[src/hdl/rrts_pkg.sv]
package rrts_pkg;

   localparam int MAX_TASKS_DEF = 16;

   localparam int ID_W      = 4;
   localparam int BURST_W   = 16;
   localparam int ELAPSED_W = 8;
   localparam int OUTCOME_W = 2;
   localparam int QUANTUM_W = 16;
   localparam int SLICE_W   = 17;
   localparam int TICK_W    = 32;

   localparam int REQ_DATA_W = 32;
   localparam int RSP_DATA_W = 48;

   localparam logic [QUANTUM_W-1:0] QUANTUM_RST = 16'd10;

   localparam logic REQ_ADD  = 1'b0;
   localparam logic REQ_TICK = 1'b1;

   localparam logic [OUTCOME_W-1:0] OUTCOME_YIELD     = 2'd1;
   localparam logic [OUTCOME_W-1:0] OUTCOME_TERMINATE = 2'd2;

   localparam logic       FROM_VALID = 1'b0;
   localparam logic       FROM_NONE  = 1'b1;
   localparam logic [1:0] TO_VALID   = 2'd0;
   localparam logic [1:0] TO_DONE    = 2'd2;

   typedef enum logic [2:0] {
      EV_YIELDED,
      EV_COMPLETED,
      EV_STARTED,
      EV_EXPIRED,
      EV_REJECTED
   } event_type;

   typedef struct packed {
      logic [1:0]        to_kind;
      logic [ID_W-1:0]   to_task;
      logic              from_kind;
      logic [ID_W-1:0]   from_task;
      logic [TICK_W-1:0] tick_number;
      event_type         event_kind;
   } result_type;

   typedef enum logic [2:0] {
      ST_IDLE,
      ST_ADD,
      ST_TICK,
      ST_WAIT,
      ST_RUN,
      ST_OUT0,
      ST_OUT1
   } ctrl_state_type;

   typedef struct packed {
      logic latch;
      logic add;
      logic tick;
      logic run;
      logic load0;
      logic load1;
   } cmd_type;

   typedef struct packed {
      logic add_reject;
      logic elapsed_zero;
      logic cpu_busy;
      logic fifo_empty;
      logic run_emits;
      logic two_results;
      logic out_free;
   } status_type;

endpackage

[src/hdl/rrts_ctrl.sv]
module rrts_ctrl
   import rrts_pkg::*;
(
   input  logic       clock,
   input  logic       reset,
   input  logic       req_tvalid,
   input  logic       req_tuser,
   output logic       req_tready,
   input  status_type status,
   output cmd_type    cmd
);

   ctrl_state_type state_ff;
   ctrl_state_type state_in;

   always_ff @(posedge clock) begin
      if (reset) begin
         state_ff <= ST_IDLE;
      end else begin
         state_ff <= state_in;
      end
   end

   always_comb begin
      cmd        = '0;
      state_in   = state_ff;
      req_tready = (state_ff == ST_IDLE);
      case (state_ff)
         ST_IDLE: begin
            if (req_tvalid) begin
               cmd.latch = 1'b1;
               state_in  = (req_tuser == REQ_TICK) ? ST_TICK : ST_ADD;
            end
         end
         ST_ADD: begin
            cmd.add  = 1'b1;
            state_in = status.add_reject ? ST_OUT0 : ST_IDLE;
         end
         ST_TICK: begin
            cmd.tick = 1'b1;
            if (status.elapsed_zero || (!status.cpu_busy && status.fifo_empty)) begin
               state_in = ST_IDLE;
            end else begin
               state_in = ST_WAIT;
            end
         end
         ST_WAIT: begin
            state_in = ST_RUN;
         end
         ST_RUN: begin
            cmd.run  = 1'b1;
            state_in = status.run_emits ? ST_OUT0 : ST_IDLE;
         end
         ST_OUT0: begin
            if (status.out_free) begin
               cmd.load0 = 1'b1;
               state_in  = status.two_results ? ST_OUT1 : ST_IDLE;
            end
         end
         ST_OUT1: begin
            if (status.out_free) begin
               cmd.load1 = 1'b1;
               state_in  = ST_IDLE;
            end
         end
         default: begin
            state_in = ST_IDLE;
         end
      endcase
   end

endmodule

[src/hdl/rrts_dp.sv]
module rrts_dp
   import rrts_pkg::*;
#(
   parameter int MAX_TASKS = MAX_TASKS_DEF
) (
   input  logic                  clock,
   input  logic                  reset,
   input  cmd_type               cmd,
   output status_type            status,
   input  logic [REQ_DATA_W-1:0] req_tdata,
   input  logic                  csr_valid,
   input  logic [QUANTUM_W-1:0]  csr_data,
   input  logic                  rsp_tready,
   output logic                  rsp_tvalid,
   output logic [RSP_DATA_W-1:0] rsp_tdata,
   output logic                  rsp_tlast
);

   localparam int PTR_W   = $clog2(MAX_TASKS);
   localparam int CNT_W   = $clog2(MAX_TASKS + 1);
   localparam int BDEPTH  = 1 << ID_W;

   logic [ID_W-1:0]      fifo_mem [MAX_TASKS];
   logic [BURST_W-1:0]   burst_mem [BDEPTH];

   logic [ID_W-1:0]      id_ff;
   logic [BURST_W-1:0]   burst_ff;
   logic [ELAPSED_W-1:0] elapsed_ff;
   logic [OUTCOME_W-1:0] outcome_ff;
   logic [QUANTUM_W-1:0] quantum_ff;

   logic [PTR_W-1:0]     head_ff, head_in, tail_ff, tail_in;
   logic [CNT_W-1:0]     count_ff, count_in;
   logic [ID_W-1:0]      running_id_ff, running_id_in;
   logic                 running_valid_ff, running_valid_in;
   logic                 needs_run_ff, needs_run_in;
   logic [SLICE_W-1:0]   slice_ff, slice_in;
   logic [TICK_W-1:0]    tick_ff, tick_in;
   logic [ID_W-1:0]      fifo_rd_ff;
   logic [BURST_W-1:0]   burst_rd_ff;
   result_type           pend0_ff, pend0_in, pend1_ff, pend1_in;
   logic                 two_ff, two_in;
   logic                 rsp_valid_ff;
   result_type           rsp_data_ff;
   logic                 rsp_last_ff;

   logic                 fifo_we;
   logic [ID_W-1:0]      fifo_wd;
   logic                 burst_we;
   logic [ID_W-1:0]      burst_wa;
   logic [BURST_W-1:0]   burst_wd;

   logic [PTR_W-1:0]     head_nxt, tail_nxt;
   logic                 full, empty, add_reject;
   logic                 do_yield, do_term, do_done, do_expire;
   logic [BURST_W-1:0]   elapsed_ext, b_new;
   logic [SLICE_W:0]     slice_sum;
   logic [SLICE_W-1:0]   slice_sat;
   logic [ID_W-1:0]      cur, yield_next;
   logic                 out_free;

   assign head_nxt = (head_ff == PTR_W'(MAX_TASKS - 1)) ? '0 : head_ff + PTR_W'(1);
   assign tail_nxt = (tail_ff == PTR_W'(MAX_TASKS - 1)) ? '0 : tail_ff + PTR_W'(1);
   assign full       = (count_ff == CNT_W'(MAX_TASKS));
   assign empty      = (count_ff == '0);
   assign add_reject = full || (int'(id_ff) >= MAX_TASKS);

   assign cur         = running_id_ff;
   assign do_yield    = needs_run_ff && (outcome_ff == OUTCOME_YIELD);
   assign do_term     = needs_run_ff && (outcome_ff == OUTCOME_TERMINATE);
   assign elapsed_ext = BURST_W'(elapsed_ff);
   assign b_new       = (burst_rd_ff > elapsed_ext) ? burst_rd_ff - elapsed_ext : '0;
   assign slice_sum   = {1'b0, slice_ff} + (SLICE_W + 1)'(elapsed_ff);
   assign slice_sat   = slice_sum[SLICE_W] ? '1 : slice_sum[SLICE_W-1:0];
   assign do_done     = do_term || (!do_yield && (b_new == '0));
   assign do_expire   = !do_yield && !do_done && (slice_sat >= SLICE_W'(quantum_ff));
   assign yield_next  = empty ? cur : fifo_rd_ff;
   assign out_free    = !rsp_valid_ff || rsp_tready;

   always_comb begin
      status.add_reject   = add_reject;
      status.elapsed_zero = (elapsed_ff == '0);
      status.cpu_busy     = running_valid_ff;
      status.fifo_empty   = empty;
      status.run_emits    = do_yield || do_done || do_expire;
      status.two_results  = two_ff;
      status.out_free     = out_free;
   end

   always_comb begin
      head_in          = head_ff;
      tail_in          = tail_ff;
      count_in         = count_ff;
      running_id_in    = running_id_ff;
      running_valid_in = running_valid_ff;
      needs_run_in     = needs_run_ff;
      slice_in         = slice_ff;
      tick_in          = tick_ff;
      pend0_in         = pend0_ff;
      pend1_in         = pend1_ff;
      two_in           = two_ff;
      fifo_we          = 1'b0;
      fifo_wd          = id_ff;
      burst_we         = 1'b0;
      burst_wa         = id_ff;
      burst_wd         = burst_ff;

      if (cmd.add) begin
         two_in = 1'b0;
         if (add_reject) begin
            pend0_in = '{to_kind: TO_VALID, to_task: id_ff, from_kind: FROM_NONE,
                         from_task: '0, tick_number: tick_ff, event_kind: EV_REJECTED};
         end else begin
            burst_we = 1'b1;
            fifo_we  = 1'b1;
            tail_in  = tail_nxt;
            count_in = count_ff + CNT_W'(1);
         end
      end

      if (cmd.tick && (elapsed_ff != '0)) begin
         tick_in = tick_ff + TICK_W'(1);
         if (!running_valid_ff && !empty) begin
            running_id_in    = fifo_rd_ff;
            running_valid_in = 1'b1;
            needs_run_in     = 1'b1;
            head_in          = head_nxt;
            count_in         = count_ff - CNT_W'(1);
         end
      end

      if (cmd.run) begin
         needs_run_in = 1'b0;
         two_in       = 1'b0;
         if (do_yield) begin
            if (!full) begin
               fifo_we = 1'b1;
               fifo_wd = cur;
               tail_in = tail_nxt;
            end else begin
               count_in = count_ff - CNT_W'(1);
            end
            head_in       = head_nxt;
            running_id_in = yield_next;
            needs_run_in  = 1'b1;
            slice_in      = '0;
            pend0_in = '{to_kind: TO_VALID, to_task: yield_next, from_kind: FROM_VALID,
                         from_task: cur, tick_number: tick_ff, event_kind: EV_YIELDED};
         end else begin
            if (!do_term) begin
               burst_we = 1'b1;
               burst_wa = cur;
               burst_wd = b_new;
            end
            slice_in = slice_sat;
            if (do_done) begin
               slice_in = '0;
               pend0_in = '{to_kind: TO_DONE, to_task: '0, from_kind: FROM_VALID,
                            from_task: cur, tick_number: tick_ff, event_kind: EV_COMPLETED};
               if (!empty) begin
                  running_id_in = fifo_rd_ff;
                  head_in       = head_nxt;
                  count_in      = count_ff - CNT_W'(1);
                  needs_run_in  = 1'b1;
                  two_in        = 1'b1;
                  pend1_in = '{to_kind: TO_VALID, to_task: fifo_rd_ff, from_kind: FROM_NONE,
                               from_task: '0, tick_number: tick_ff, event_kind: EV_STARTED};
               end else begin
                  running_valid_in = 1'b0;
               end
            end else if (do_expire) begin
               slice_in     = '0;
               needs_run_in = 1'b1;
               if (!empty) begin
                  running_id_in = fifo_rd_ff;
                  head_in       = head_nxt;
                  fifo_we       = 1'b1;
                  fifo_wd       = cur;
                  tail_in       = tail_nxt;
               end
               pend0_in = '{to_kind: TO_VALID, to_task: yield_next, from_kind: FROM_VALID,
                            from_task: cur, tick_number: tick_ff, event_kind: EV_EXPIRED};
            end
         end
      end
   end

   always_ff @(posedge clock) begin
      if (fifo_we) begin
         fifo_mem[tail_ff] <= fifo_wd;
      end
      fifo_rd_ff <= fifo_mem[head_ff];
   end

   always_ff @(posedge clock) begin
      if (burst_we) begin
         burst_mem[burst_wa] <= burst_wd;
      end
      burst_rd_ff <= burst_mem[running_id_ff];
   end

   always_ff @(posedge clock) begin
      if (cmd.latch) begin
         id_ff      <= req_tdata[ID_W-1:0];
         burst_ff   <= req_tdata[ID_W +: BURST_W];
         elapsed_ff <= req_tdata[ID_W + BURST_W +: ELAPSED_W];
         outcome_ff <= req_tdata[ID_W + BURST_W + ELAPSED_W +: OUTCOME_W];
      end
      pend0_ff <= pend0_in;
      pend1_ff <= pend1_in;
      if (cmd.load0) begin
         rsp_data_ff <= pend0_ff;
         rsp_last_ff <= !two_ff;
      end else if (cmd.load1) begin
         rsp_data_ff <= pend1_ff;
         rsp_last_ff <= 1'b1;
      end
   end

   always_ff @(posedge clock) begin
      if (reset) begin
         quantum_ff       <= QUANTUM_RST;
         head_ff          <= '0;
         tail_ff          <= '0;
         count_ff         <= '0;
         running_id_ff    <= '0;
         running_valid_ff <= 1'b0;
         needs_run_ff     <= 1'b0;
         slice_ff         <= '0;
         tick_ff          <= '0;
         two_ff           <= 1'b0;
         rsp_valid_ff     <= 1'b0;
      end else begin
         if (csr_valid) begin
            quantum_ff <= csr_data;
         end
         head_ff          <= head_in;
         tail_ff          <= tail_in;
         count_ff         <= count_in;
         running_id_ff    <= running_id_in;
         running_valid_ff <= running_valid_in;
         needs_run_ff     <= needs_run_in;
         slice_ff         <= slice_in;
         tick_ff          <= tick_in;
         two_ff           <= two_in;
         if (cmd.load0 || cmd.load1) begin
            rsp_valid_ff <= 1'b1;
         end else if (rsp_tready) begin
            rsp_valid_ff <= 1'b0;
         end
      end
   end

   assign rsp_tvalid = rsp_valid_ff;
   assign rsp_tdata  = {(RSP_DATA_W - $bits(result_type))'(0), rsp_data_ff};
   assign rsp_tlast  = rsp_last_ff;

endmodule

[src/hdl/round_robin_time_slice_scheduler.sv]
// Round-robin scheduler with a time quantum and a FIFO ready queue of task ids.
// req channel: one transaction per add (tuser 0) or tick (tuser 1) request.
// rsp channel: zero, one or two event records per request, tlast on the final
// one. csr channel: writes the time quantum; always ready, use only when idle.
// A rejected add gives one record, a tick zero, one or two, and a second
// record follows the first. One request is in flight at a time; the next is
// taken once the current one is done and its last record, if any, sits in
// the output register. An add goes through the ADD state (and OUT0 when
// rejected); a tick goes through TICK and, unless ignored or the CPU stays
// idle, through WAIT and RUN, then OUT0 and OUT1 for its records, the wait
// state covering the registered reads of the ready queue and burst table.
// Reset empties the queue, idles the CPU, clears the tick count and loads a
// quantum of 10. The queue and burst table hold stale data until written.
// A stalled receiver holds the output record; requests are then held off
// once a further record is waiting.
module round_robin_time_slice_scheduler
   import rrts_pkg::*;
#(
   parameter int MAX_TASKS = MAX_TASKS_DEF
) (
   input  logic                  clock,
   input  logic                  reset,
   input  logic                  req_tvalid,
   output logic                  req_tready,
   // task_id[3:0], burst_time[19:4], elapsed_ticks[27:20], run_outcome[29:28]
   input  logic [REQ_DATA_W-1:0] req_tdata,
   // req_type[0]
   input  logic                  req_tuser,
   output logic                  rsp_tvalid,
   input  logic                  rsp_tready,
   // event_kind[2:0], tick_number[34:3], from_task[38:35], from_kind[39],
   // to_task[43:40], to_kind[45:44]
   output logic [RSP_DATA_W-1:0] rsp_tdata,
   output logic                  rsp_tlast,
   input  logic                  csr_valid,
   output logic                  csr_ready,
   input  logic [QUANTUM_W-1:0]  csr_data
);

   cmd_type    cmd;
   status_type status;

   assign csr_ready = 1'b1;

   rrts_ctrl u_ctrl (
      .clock      (clock),
      .reset      (reset),
      .req_tvalid (req_tvalid),
      .req_tuser  (req_tuser),
      .req_tready (req_tready),
      .status     (status),
      .cmd        (cmd)
   );

   rrts_dp #(
      .MAX_TASKS (MAX_TASKS)
   ) u_dp (
      .clock      (clock),
      .reset      (reset),
      .cmd        (cmd),
      .status     (status),
      .req_tdata  (req_tdata),
      .csr_valid  (csr_valid),
      .csr_data   (csr_data),
      .rsp_tready (rsp_tready),
      .rsp_tvalid (rsp_tvalid),
      .rsp_tdata  (rsp_tdata),
      .rsp_tlast  (rsp_tlast)
   );

`ifndef SYNTHESIS
   a_one_in_flight: assert property (@(posedge clock) disable iff (reset)
      req_tvalid && req_tready |=> !req_tready)
      else $error("request accepted while another is in flight");

   a_started_last: assert property (@(posedge clock) disable iff (reset)
      rsp_tvalid && (rsp_tdata[2:0] == EV_STARTED) |-> rsp_tlast)
      else $error("start record is not the final record");

   a_reject_form: assert property (@(posedge clock) disable iff (reset)
      rsp_tvalid && (rsp_tdata[2:0] == EV_REJECTED) |-> rsp_tdata[39] && rsp_tlast)
      else $error("malformed add_rejected record");

   a_queue_sane: assert property (@(posedge clock) disable iff (reset)
      !(status.fifo_empty && status.add_reject && !status.cpu_busy && status.two_results))
      else $error("inconsistent queue status");
`endif

endmodule
[config.mk]
export PLATFORM = sky130hd
export DESIGN_NAME = round_robin_time_slice_scheduler
export DESIGN_NICKNAME = d
export VERILOG_FILES = /design/src/hdl/rrts_pkg.sv /design/src/hdl/rrts_ctrl.sv /design/src/hdl/rrts_dp.sv /design/src/hdl/round_robin_time_slice_scheduler.sv
export SDC_FILE = /design/constraint.sdc
export NUM_CORES = 1
export LEC_CHECK = 0
export BUFFER_PORTS_ARGS = -buffer_cell sky130_fd_sc_hd__buf_4
export CAP_MARGIN = 20
export CORE_AREA = 2 2 201 203
export CTS_BUF_LIST = sky130_fd_sc_hd__clkbuf_8
export DETAILED_ROUTE_END_ITERATION = 16
export DIE_AREA = 0 0 203 205
export PLACE_DENSITY_LB_ADDON = 0.12
export SYNTH_ARGS = -nofsm -noshare
export SYNTH_HDL_FRONTEND = slang
export SYNTH_HIERARCHICAL = 1
export SYNTH_SLANG_ARGS = --single-unit
[constraint.sdc]
create_clock -name clock -period 6.35 [get_ports clock]
set_input_delay 1.5875 -clock clock [delete_from_list [all_inputs] [get_ports clock]]
set_output_delay 1.5875 -clock clock [all_outputs]
set_load 0.02 [all_outputs]
==> results of run 1 <==
==> routing by layer <==
layer	global-route usage	routed length [um]	up-vias
met5	0	0	-
met4	0.09202	1340	0
met3	0.04645	3389	99
met2	0.4207	25640	507
met1	0.3376	21230	7157
li1	-	-	6516
==> cells by family (layout without fill, tap and decap cells) <==
group	Yosys count	count (layout)
AOI/OAI and AO/OA	205	205
xor gates and xnor gates	53	53
adders and majority gates	42	42
buffers and inverters	132	366
DFF	588	588
muxes	208	208
other	2	3
and+or+nand+nor	386	386
==> layout make-up <==
type | count | area [um^2]
repair buffers | 145 | 1109
clock buffers | 109 | 1500
multi-input cells | 897 | 7903
clock inverters | 61 | 381.6
flip-flops and latches | 588 | 16110
inverters | 51 | 191.4
well taps | 525 | 656.9
fillers | 2551 | 11510
==> critical path, stage by stage, from the launching register on <==
cell and delay [ps]:
edfxtp_1 450, ha_1 340, a211oi_1 260, o21bai_1 140, a21oi_1 270, o21ai_0 120
a31o_2 290, and3_1 210, or2_2 340, ha_1 310, a21oi_1 130, o21ai_0 130
a221oi_1 230, o21ai_0 130, a221o_1 370, or2_2 390, a31oi_4 360, or2b_4 230
mux2_1 560
==> sequential cells by signal (all words and copies together), names as in the netlist <==
signal / cells
u_dp/pend0_ff: 46
u_dp/id_ff: 4
u_dp/slice_ff: 17
u_ctrl/state_ff: 3
u_dp/tail_ff: 4
u_dp/quantum_ff: 16
u_dp/elapsed_ff: 8
u_dp/burst_mem: 256
u_dp/needs_run_ff: 1
u_dp/burst_rd_ff: 16
u_dp/outcome_ff: 2
u_dp/two_ff: 1
u_dp/count_ff: 5
u_dp/rsp_tlast: 1
u_dp/burst_ff: 16
u_dp/tick_ff: 32
u_dp/fifo_rd_ff: 4
u_dp/rsp_tvalid: 1
u_dp/pend1_ff: 36
u_dp/head_ff: 4
u_dp/cur: 4
u_dp/rsp_tdata: 46
u_dp/fifo_mem: 64
u_dp/running_valid_ff: 1
==> power by group through the flow <==
stage | registers (W) | clock network, W | logic [W]
floorplan | 0.00435 | 0 | 0.000440
global placement | 0.00439 | 0 | 0.000574
detailed placement | 0.00439 | 0 | 0.000590
CTS | 0.00431 | 0.00325 | 0.000594
global route | 0.00432 | 0.00342 | 0.000656
finish | 0.00431 | 0.00318 | 0.000603
==> per-stage QoR <==
stage	total power, W	utilization
2_1_floorplan	0.004794	-
3_3_place_gp	0.004962	0.6587
3_5_place_dp	0.004984	0.6587
4_1_cts	0.008162	0.7065
5_1_grt	0.008393	0.7075
6_report	0.008092	0.7075
==> cells in the final DEF, fill, tap and decap left out, types with 16 or more instances in the layout <==
cell / count
nor2_1: 120
xor2_1: 33
and2_1: 16
mux2_4: 29
buf_4: 142
nand2_1: 105
ha_1: 40
inv_1: 88
xnor2_1: 20
nand3_1: 25
nor3_1: 20
mux4_2: 100
dfxtp_1: 153
mux2_2: 42
o21ai_0: 38
edfxtp_1: 433
clkbuf_8: 109
mux2i_1: 33
a21oi_1: 42
==> path summary, 6_finish.rpt <==
path | end | start
min | u_dp/pend0_ff[44] | u_dp/pend0_ff[44]
max | u_dp/fifo_mem[12][0] | u_dp/elapsed_ff[1]
min reg2reg | u_dp/pend0_ff[44] | u_dp/pend0_ff[44]
max reg2reg | u_dp/fifo_mem[12][0] | u_dp/elapsed_ff[1]
==> flow_summary.ini, run 1 <==
[outcome]
status = finished clean

[global_route]
grt_pass1_vias = 14200
grt_overflow = 0
grt.total_usage = 0.2530
antenna_found_initial = 1
grt_pass1_wl_um = 79610
grt_max_degree = 50

[sta]
setup_viol = 0
finalHoldViolCount = 0
hold-worst-slack_ps = 437.5
fin_ws_ps = 663.9
timing.fmax_ghz = 0.1759
relSlewSlack = 0.2805
clock_skew_ps = 41.21
worstMarginPinSlew_ps = 1079
period_share = 0.8954
rsz0062_at_grt = false
slew_violations = 0
setup_tns_ps = 0
fin_crit_ps = 5686

[synthesis]
yosysWarningCount = 6
synthMuxAreaShare = 0.1438
yosys-top-cells-count = edfxtp_1 (433), dfxtp_1 (155), nor2_1 (120)
synth_top_cell_area_share = 0.5288
yosys-top-cells-area = edfxtp_1 (53%), dfxtp_1 (13%), mux4_2 (9.2%)
synth-xor-area-share = 0.01888
async_flop_share = 0
synth_compound_area_frac = 0.05918
synth-adder-area-share = 0.02198
syn_inst = 1616
synthFlopType = edfxtp_1
synth_top_family_by_area = multiplexers
synth.distinct_cells = 85
synth_simple_gate_area_frac = 0.07699
synth.most_common_cell = edfxtp_1
ys_seq_elements = 588
syn_area_mm2 = 0.02459
syn_avg_cell_area_um2 = 15.22
synth_top_cell_by_area = edfxtp_1
synth_edf_count = 433
seq_area_frac_synth = 0.6550

[cts]
cts_resized = 0
clkTransAtPathRegs_ps = 60
htree_levels = 3
ctsHoldBuffers = 0
cts_num_sinks = 588
root_buffer = clkbuf_8
cts_buffers = 91
cts_buffer_depth = 3
clk_latency_ps = 680
cts_setup_buffers = 0
cts_tree = built

[routing]
vias = 14280
antenna_left = 0
dr.pass1.iters = 7
routed_wl_um = 51600
drt_iter0_markers = 1330
drc = 0
vias_per_cell = 6.010
wl_per_cell_um = 21.72

[place]
gp_congestion = 0.8835
dp_hpwl_um = 32750
place_ws_ps = 700.4
placed_cells = 2202
io_buffers = 100
placed_cell_area_mm2 = 0.02593

[critical_path]
crit_type = register to register
cp-start-kind = register
cp.arrival_ps = 5980
rr_worst_depth = 18
worst-r2r-setup-slack_ps = 660
critPathRequiredTime_ps = 6650
endpoint_kind = register
path_max_fanout = 16

[run]
maxCapViolCount = 0

[pwr]
p_per_area_mw_per_mm2 = 290.5
peakVddDrop_uv = 223.3
internal_power_w = 0.006211
clockPowerShare = 0.392
switchingPower_w = 0.001880
p_comb_frac = 0.074
seqPwrFrac = 0.533
p_leak_nw = 9.790
swShare = 0.2324

[floorplanning]
die_area_mm2 = 0.04162
die_w_um = 203
die_h_um = 205
core_area_mm2 = 0.03937
initial_core_util = 0.6246
ios = 106
rows = 73

[min_path]
hold_path_depth = 2
holdCritPathClass = register to register

[cells_and_area]
n_antenna_cell = 0
fin_area_mm2 = 0.02785
drive_above_1_share = 0.2555
finalNonFillerCells = 2376
syn_to_final_growth_pct = 13.27
final_nets = 1870
Note: power is estimated with default switching activity, not from simulation.
==> run 2, diff against run 1 <==
Settings changed: BUFFER_PORTS_ARGS -buffer_cell sky130_fd_sc_hd__buf_4 to -buffer_cell sky130_fd_sc_hd__buf_2.
==> flow_summary.ini, run 2 (same netlist as run 1, synthesis figures left out) <==
[pwr]
p_per_area_mw_per_mm2 = 286.1
clockPowerShare = 0.376
p_comb_frac = 0.075
switchingPower_w = 0.001852
swShare = 0.2358
seqPwrFrac = 0.549
peakVddDrop_uv = 180.6
p_leak_nw = 9.573
internal_power_w = 0.006003

[place]
io_buffers = 100
placed_cells = 2202
placed_cell_area_mm2 = 0.02568
dp_hpwl_um = 32210
gp_congestion = 0.8684

[sta]
worstMarginPinSlew_ps = 1096
clock_skew_ps = 26.36
finalHoldViolCount = 0
period_share = 0.9122
timing.fmax_ghz = 0.1726
slew_violations = 0
relSlewSlack = 0.2666
fin_crit_ps = 5792
setup_viol = 0
rsz0062_at_grt = false
setup_tns_ps = 0

[cts]
cts_num_sinks = 588
cts_tree = built
htree_levels = 3
clk_latency_ps = 650
cts_setup_buffers = 0
cts_buffer_depth = 3
root_buffer = clkbuf_8
cts_buffers = 91
ctsHoldBuffers = 0
clkTransAtPathRegs_ps = 60
cts_resized = 0

[cells_and_area]
seq_area_mm2 = 0.01611
fill_cells = 2612
syn_to_final_growth_pct = 11.65
largest_reg_flops = 256
top_register = u_dp/burst_mem
fin_area_mm2 = 0.02745
final_nets = 1871
largestRegisters = u_dp/burst_mem (256), u_dp/fifo_mem (64)
drive_above_1_share = 0.2503
finalNonFillerCells = 2376
mostFrequentLayoutCells = edfxtp_1 (433), dfxtp_1 (153), nor2_1 (120)
final_common_cell = edfxtp_1
multiInputGateArea_mm2 = 0.007903

[global_route]
grt.total_usage = 0.2507
grt_max_degree = 55
grt_pass1_wl_um = 78880
antenna_found_initial = 1
grt_pass1_vias = 14080
grt_overflow = 0

[critical_path]
cp.arrival_ps = 6080
cp_cell_sequence = ha_1 > a211oi_1 > o21bai_1 > a21oi_1 > o21ai_0 > a31o_2 > nand3_1 > nand2_1 > ha_1 > a21oi_1 > o21ai_0 > a221oi_1 > o21ai_0 > a221o_1 > or2_2 > a31oi_4 > or2b_4 > mux2_1
crit_type = register to register
critical_path.startpoint = u_dp/elapsed_ff[1]
crit_slowest_cell = mux2_1
rr_worst_depth = 18
critPathRequiredTime_ps = 6640
path_max_fanout = 16
cp-start-kind = register
slowest_delay_ps = 560
worst-path-buf-inv = 0
endpoint_kind = register
cp_top_family = compound AO/OA/AOI/OAI gates
crit_top_cell = o21ai_0
cp.depth = 18
regToRegStartpoint = u_dp/elapsed_ff[1]

[floorplanning]
core_area_mm2 = 0.03937
die_area_mm2 = 0.04162
initial_core_util = 0.6246
rows = 73
die_w_um = 203
die_h_um = 205
ios = 106

[routing]
antenna_left = 0
wl_per_cell_um = 21.48
vias_per_cell = 5.930
drc = 0
vias = 14090
drt_iter0_markers = 1136
routed_wl_um = 51050
dr.pass1.iters = 5

[min_path]
holdCritPathClass = register to register
hold_path_depth = 2
hp-start = u_dp/pend0_ff[44]

[run]
maxCapViolCount = 0

[outcome]
status = finished clean
## run 2: cell types whose count changed in the layout (fill, tap and decap cells not counted), moves of 2 or more
cell / delta
buf_2: +100
buf_4: -99
clkinv_1: +18
clkbuf_8: -16
inv_1: -9
clkinv_2: +4
clkinvlp_4: +3
inv_8: -2
## run 2: power groups by stage
stage	clock network (W)	registers, W	logic [W]
6_report	0.00295	0.00431	0.000592
5_1_grt	0.00320	0.00432	0.000648
4_1_cts	0.00303	0.00431	0.000586
3_5_place_dp	0	0.00439	0.000584
3_3_place_gp	0	0.00439	0.000568
2_1_floorplan	0	0.00435	0.000440
## run 2: final timing paths
path | slack [ps] | endpoint
setup / recovery | 560 | u_dp/fifo_mem[14][3]
hold / removal | 430 | u_dp/pend0_ff[44]
setup reg to reg | 560 | u_dp/fifo_mem[14][3]
hold reg to reg | 430 | u_dp/pend0_ff[44]
## run 2: tightest hold or removal path, stage by stage (launching register included)
cell	delay, ps
dfxtp_1	310
inv_1	50
nor2_1	40
## run 2: metrics by stage
step	hold WS [ps]	setup WS, ps	utilization	power [W]
detailed placement	422.4	611.1	0.6524	0.004974
CTS	433.0	572.4	0.6960	0.007922
floorplan	403.7	1414	-	0.004794
global placement	413.9	764.9	0.6524	0.004954
finish	433.6	557.7	0.6974	0.007855
global route	481.8	163.6	0.6973	0.008165
## run 2: per-layer routing
metal,vias to the layer above,track usage,share of wire
met2,458,0.4181,0.49
met5,-,0,0
li1,6514,-,-
met3,108,0.04454,0.061
met1,7010,0.3315,0.41
met4,0,0.09802,0.031
## run 2: layout make-up
cell class | count | area share
sequential | 588 | 0.5868
clock buffer | 93 | 0.04662
inverter | 51 | 0.006973
tap | 525 | 0.02393
antenna | 1 | 0.00009115
timing repair buffer | 146 | 0.03186
multi-input combinational | 897 | 0.2879
clock inverter | 75 | 0.01586
==> run 3, diff against run 2 <==
Settings changed: RECOVER_POWER set to 25.
==> flow_summary.ini, run 3 (same netlist as run 1, synthesis figures left out) <==
[place]
gp_congestion = 0.8684
placed_cells = 2202
placed_cell_area_mm2 = 0.02568
io_buffers = 100
dp_hpwl_um = 32210

[floorplanning]
die_w_um = 203
rows = 73
die_area_mm2 = 0.04162
die_h_um = 205
core_area_mm2 = 0.03937
initial_core_util = 0.6246
ios = 106

[cts]
cts_tree = built
cts_num_sinks = 588
cts_setup_buffers = 0
cts_resized = 0
clk_latency_ps = 650
cts_buffer_depth = 3
htree_levels = 3
clkTransAtPathRegs_ps = 60
ctsHoldBuffers = 0
cts_buffers = 91
root_buffer = clkbuf_8

[cells_and_area]
multiInputGateArea_mm2 = 0.007903
fill_cells = 2642
top_register = u_dp/burst_mem
final_nets = 1871
finalNonFillerCells = 2376
final_common_cell = edfxtp_1
utilization = 0.6953
largest_reg_flops = 256
syn_to_final_growth_pct = 11.32
seq_area_mm2 = 0.01611
mostFrequentLayoutCells = edfxtp_1 (433), dfxtp_1 (154), nor2_1 (120)
fin_area_mm2 = 0.02737
largestRegisters = u_dp/burst_mem (256), u_dp/fifo_mem (64)
drive_above_1_share = 0.2254

[global_route]
grt.total_usage = 0.2507
grt_pass1_wl_um = 78880
grt_overflow = 0
grt_max_degree = 55
grt_pass1_vias = 14080
antenna_found_initial = 1

[pwr]
swShare = 0.2357
internal_power_w = 0.006005
p_comb_frac = 0.075
seqPwrFrac = 0.549
p_per_area_mw_per_mm2 = 287.0
p_leak_nw = 9.443
switchingPower_w = 0.001852
peakVddDrop_uv = 181.3
clockPowerShare = 0.376

[routing]
dr.pass1.iters = 5
drc = 0
wl_per_cell_um = 21.50
vias_per_cell = 5.916
routed_wl_um = 51070
antenna_left = 0
drt_iter0_markers = 1031
vias = 14060

[sta]
slew_violations = 288
setup_viol = 0
clock_skew_ps = 24.99
worstMarginPinSlew_ps = 2707
rsz0062_at_grt = false
setup_tns_ps = 0
fin_crit_ps = 5818
period_share = 0.9162
relSlewSlack = -0.8046
timing.fmax_ghz = 0.1719
finalHoldViolCount = 0

[critical_path]
path_max_fanout = 16
cp.arrival_ps = 6110
rr_worst_depth = 18
crit_type = register to register
critPathRequiredTime_ps = 6640
critical_path.startpoint = u_dp/elapsed_ff[1]
worst-r2r-setup-slack_ps = 530
cp_cell_sequence = ha_1 > a211oi_1 > o21bai_1 > a21oi_1 > o21ai_0 > a31o_2 > nand3_1 > nand2_1 > ha_1 > a21oi_1 > o21ai_0 > a221oi_1 > o21ai_0 > a221o_1 > or2_2 > a31oi_4 > or2b_4 > mux2_1
cp-start-kind = register
crit_end = u_dp/fifo_mem[14][3]
regToRegStartpoint = u_dp/elapsed_ff[1]
slowest_delay_ps = 560
endpoint_kind = register
rr_endpoint = u_dp/fifo_mem[14][3]
crit_slowest_cell = mux2_1
crit_top_cell = o21ai_0

[run]
maxCapViolCount = 7

[min_path]
holdCritPathClass = register to register

[outcome]
status = finished, violations left
violations = capacitance limit, slew limit
## run 3: cell types whose count changed in the layout (fill, tap and decap cells not counted)
cell,before,now
clkbuf_1,0,44
buf_2,100,61
and2_0,0,7
and2_1,16,9
buf_4,43,39
buf_12,2,1
dfxtp_1,153,154
dfxtp_2,1,0
inv_1,79,80
inv_2,1,0
## run 3: layout make-up
| cell class | instances | share of cell area |
|---|---|---|
| antenna | 1 | 0.00009142 |
| timing repair buffer | 146 | 0.02903 |
| clock inverter | 75 | 0.01591 |
| sequential | 588 | 0.5885 |
| tap | 525 | 0.02400 |
| multi-input combinational | 897 | 0.2887 |
| inverter | 51 | 0.006994 |
| clock buffer | 93 | 0.04676 |
## run 3: how the worst min path moves through the flow
| stage | start | endpoint | slack (ps) | cells past startpoint |
|---|---|---|---|---|
| floorplan | u_dp/pend0_ff[44] | u_dp/pend0_ff[44] | 400 | 2 |
| global placement | u_dp/pend0_ff[44] | u_dp/pend0_ff[44] | 410 | 2 |
| detailed placement | u_dp/pend0_ff[44] | u_dp/pend0_ff[44] | 420 | 2 |
| CTS | u_dp/pend0_ff[44] | u_dp/pend0_ff[44] | 430 | 2 |
| global route | u_dp/pend0_ff[44] | u_dp/pend0_ff[44] | 480 | 2 |
| finish | u_dp/pend0_ff[44] | u_dp/pend0_ff[44] | 430 | 2 |
## run 3: routing by layer
metal	wire length, um	GRT usage
met5	0	0
met4	1539	0.09802
met3	3140	0.04454
met2	25230	0.4181
met1	21170	0.3315
## run 3: through the flow
step | setup slack [ps] | total power (W) | hold slack, ps
after floorplan | 1414 | 0.004794 | 403.7
after global placement | 764.9 | 0.004954 | 413.9
after detailed placement | 611.1 | 0.004974 | 422.4
after CTS | 572.4 | 0.007922 | 433.0
after global routing | 163.6 | 0.008167 | 481.8
final | 532.3 | 0.007857 | 434.3
## run 3: critical path, delay by kind of cell (launching register included)
kind	cells	cell delay [ps]
adders and majority gates	2	690
muxes	1	560
AOI/OAI and AO/OA	11	2590
DFF	1	460
and+or+nand+nor	4	1140
## run 3: power by group through the flow
| stage | clock network (W) | registers (W) | logic, W |
|---|---|---|---|
| 6_report | 0.00295 | 0.00431 | 0.000593 |
| 5_1_grt | 0.00320 | 0.00432 | 0.000649 |
| 4_1_cts | 0.00303 | 0.00431 | 0.000586 |
| 3_5_place_dp | 0 | 0.00439 | 0.000584 |
| 3_3_place_gp | 0 | 0.00439 | 0.000568 |
| 2_1_floorplan | 0 | 0.00435 | 0.000440 |
